<file path="src/rtl/bsb_pkg.sv">
// Shared types and constants for the brush stamp saturating blend block.
// Holds the transaction payload structs, the operation and register codes,
// and the control group handed to the channel blend unit. No dependencies.
`default_nettype none

package bsb_pkg;

  localparam int unsigned TEX_DIM_MAX_DEF   = 256;
  localparam int unsigned BRUSH_DIM_MAX_DEF = 16;

  typedef enum logic [1:0] {
    OP_BRUSH_WR = 2'd0,
    OP_TEX_WR   = 2'd1,
    OP_TEX_RD   = 2'd2,
    OP_STAMP    = 2'd3
  } op_e;

  // Configuration register indexes.
  localparam logic [2:0] CFG_TEX_W   = 3'd0;
  localparam logic [2:0] CFG_TEX_H   = 3'd1;
  localparam logic [2:0] CFG_BRUSH_W = 3'd2;
  localparam logic [2:0] CFG_BRUSH_H = 3'd3;
  localparam logic [2:0] CFG_CHANNEL = 3'd4;

  typedef struct packed {
    op_e         op;
    logic [7:0]  x;
    logic [7:0]  y;
    logic        erase;
    logic [7:0]  brush_index;
    logic [7:0]  brush_value;
    logic [31:0] texel_data;
  } in_t;

  typedef struct packed {
    logic [31:0] read_data;
    logic [8:0]  painted_count;
  } out_t;

  typedef struct packed {
    logic [1:0] channel;
    logic       erase;
  } blend_ctl_t;

endpackage

`default_nettype wire

</file>
<file path="src/rtl/bsb_blend.sv">
// Saturating add or subtract of one brush sample into one byte of a texel.
// Depends on bsb_pkg for the blend control group.
`default_nettype none

module bsb_blend
  import bsb_pkg::*;
(
  input  wire logic [31:0] word_i,
  input  wire logic [7:0]  sample_i,
  input  var  blend_ctl_t  ctl_i,
  output logic      [31:0] word_o
);

  logic [7:0] old_byte;
  logic [7:0] new_byte;
  logic [8:0] sum;

  always_comb begin
    old_byte = word_i[{ctl_i.channel, 3'b000} +: 8];
    if (ctl_i.erase) begin
      sum      = {1'b0, old_byte} - {1'b0, sample_i};
      // A borrow out of the byte means the result went below zero.
      new_byte = sum[8] ? 8'h00 : sum[7:0];
    end else begin
      sum      = {1'b0, old_byte} + {1'b0, sample_i};
      new_byte = sum[8] ? 8'hFF : sum[7:0];
    end
    word_o = word_i;
    word_o[{ctl_i.channel, 3'b000} +: 8] = new_byte;
  end

endmodule

`default_nettype wire

</file>
<file path="config.mk">
export PLATFORM = sky130hd
export DESIGN_NAME = bsb_blend
export DESIGN_NICKNAME = d
export VERILOG_FILES = /design/src/rtl/bsb_pkg.sv /design/src/rtl/bsb_blend.sv
export SDC_FILE = /design/constraint.sdc
export NUM_CORES = 1
export LEC_CHECK = 0
export BUFFER_PORTS_ARGS = -buffer_cell sky130_fd_sc_hd__buf_2
export CORE_AREA = 4 4 72 57
export DETAILED_ROUTE_END_ITERATION = 6
export DIE_AREA = 0 0 76 61
export MAX_ROUTING_LAYER = met4
export PLACE_DENSITY = 0.82
export RECOVER_POWER = 100
export SETUP_SLACK_MARGIN = 0.5
export SLEW_MARGIN = 10
export SYNTH_ARGS = -nofsm -noshare
export SYNTH_HDL_FRONTEND = slang
export SYNTH_SLANG_ARGS = --single-unit
export TNS_END_PERCENT = 50
</file>
<file path="constraint.sdc">
create_clock -name vclk -period 10.1
set_input_delay 1.515 -clock vclk [all_inputs]
set_output_delay 1.515 -clock vclk [all_outputs]
set_load 0.1 [all_outputs]
</file>
==> results_dict.tcl <==
set metrics [dict create \
    outcome "completed" \
    crit_type "primary input to output pin" \
    synth_area_mm2 0.00165 \
    drive_gt1_share_pct 21.2 \
    syn_area_per_cell_um2 7.37 \
    fmax_mhz 132 \
    setup_tns_ps 0 \
    cp.required_ps 8590 \
    start_util_pct 49.9 \
    drv_slew 0 \
    vdd_drop_max_mv 0.0879 \
    rsz0062_at_grt "false" \
    grt.overflow.total 0 \
    cts_hold_buffers 0 \
    dpl.hpwl_mm 4.36 \
    finalHoldViolCount 0 \
    fin_area_mm2 0.00196 \
    dieArea_mm2 0.00464 \
    portBuffers 75 \
    relSlewSlack_pct 21.2 \
    viasPerCell 6.02 \
    core-area_mm2 0.00331 \
    vias 1973 \
    synthCells 224 \
    ant_nets 0 \
    boundaryPins 75 \
    regArea_um2 0 \
    syn-num-nets 291 \
    nClkBuffers 0 \
    yosysSeqAreaShare_pct 0 \
    synthToLayoutAreaGrowth_pct 18.9 \
    grt_pass1_vias 1867 \
    maxCapViolCount 0 \
    cts_setup_buffers 0 \
    drc 0 \
    worst_pin_slew_ps 1190 \
    final_nets 357 \
    cp-start-kind "primary input" \
    finalCritPeriodShare_pct 75.2 \
    grt_pass1_wl_mm 8.38 \
    placed_cell_area_mm2 0.00202 \
    arrival_ps 6080 \
    routabilityCongestion 0.930 \
    wire_per_inst_um 15.9 \
    crit_path_max_fanout 12 \
    drtIter0Drc 170 \
    min_path_cells 4 \
    antenna_found_initial 0 \
    p_leak_nw 0.988 \
    die_w_um 76 \
    cellPowerDensity_mw_per_mm2 106 \
    finalSetupViolations 0 \
    ctsResizeCount 0 \
    chipHeight_um 61 \
    grt_max_degree 19 \
    track_usage_pct 22.2 \
    crit_path_end_kind "output pin" \
    seq_cells 0 \
    wirelength_mm 5.23 \
    fin_crit_ps 7600 \
    yosys_warnings 0 \
    insertedDiodeCount 0 \
    hp-class "primary input to output pin" \
    synth.distinct_cells 51 \
    rows 18 \
    first_pass_iters 5 \
]
-- power by group --
| part | switching, mW | leakage (nW) | internal (mW) | total [mW] |
|---|---|---|---|---|
| combinational | 0.152 | 0.988 | 0.0559 | 0.208 |
| clock | 0 | 0 | 0 | 0 |
| sequential | 0 | 0 | 0 | 0 |
| total | 0.152 | 0.988 | 0.0559 | 0.208 |
-- metrics by stage --
stage               std cells  worst slack [ps]  util (%)  hold slack (ps)  power [mW]
floorplan                 224              1680         -             3670       0.169
global placement          328              3750      61.1             3530       0.207
detailed placement        328              3690      61.1             3530       0.209
CTS                       328              3680      61.1             3530       0.210
global route              328              2110      59.3             3550       0.220
finish                    328              2500      59.3             3540       0.208
-- path summary, 6_finish.rpt --
check | start | to
max | ctl_i[1] | word_o[21]
min | word_i[29] | word_o[29]
-- worst max-delay path: stages --
cell and delay, ps:
clkbuf_1 590, mux4_2 610, ha_1 240, fa_1 390, or3b_1 250, a31oi_4 100, nor4_1 940, inv_1 160
o32ai_1 590, o41ai_1 140, clkbuf_1 530
-- routing by layer --
metal  GRT usage [%]  wire, µm  vias to the layer above
met4            1.78         0                        0
met2            38.0      2380                      119
li1                -         -                      951
met3            2.08       522                        0
met5               -         0                        -
met1            30.0      2330                      903
-- area by class of cell --
class,instances,area [µm²]
Multi-Input combinational cell,164,1390
Inverter,49,184
Tap cell,40,50.0
Timing Repair Buffer,75,338
Fill cell,319,1350
-- logic make-up after synthesis --
| family | Yosys count | synth area share, % |
|---|---|---|
| fa+ha+maj | 24 | 19.1 |
| buf+inv | 60 | 14.4 |
| simple gates | 64 | 23.3 |
| mux | 9 | 11.6 |
| compound gates | 67 | 31.6 |
-- cell usage after synthesis, types with 4 or more instances --
master	n	share of area (%)
a21oi_1	8	2.4
nor3_1	4	1.2
nor2_1	14	3.2
o41ai_1	4	2.1
ha_1	22	17
buf_2	4	1.2
nor2b_1	4	1.5
buf_1	4	0.91
nand2_1	8	1.8
nand2b_1	12	4.5
o21ai_0	5	1.5
nand3_1	4	1.2
mux4_2	8	11
inv_1	49	11
o22ai_1	28	11
-- placed cells by master (no fill, tap or decap), drive strengths merged, types with 2 or more instances in the layout --
master	instances
a21o	2
ha	22
o211ai	3
o21ai	5
o22ai	28
inv	49
mux4	8
nor4b	3
a22oi	2
nand2	8
o31ai	2
nand2b	12
nor2	14
o41ai	4
or3	2
nor2b	5
nor4	5
clkbuf	30
fa	2
nor3	4
a31oi	2
buf	45
a21oi	8
nand3	4
Note: power is estimated with default switching activity, not from simulation.
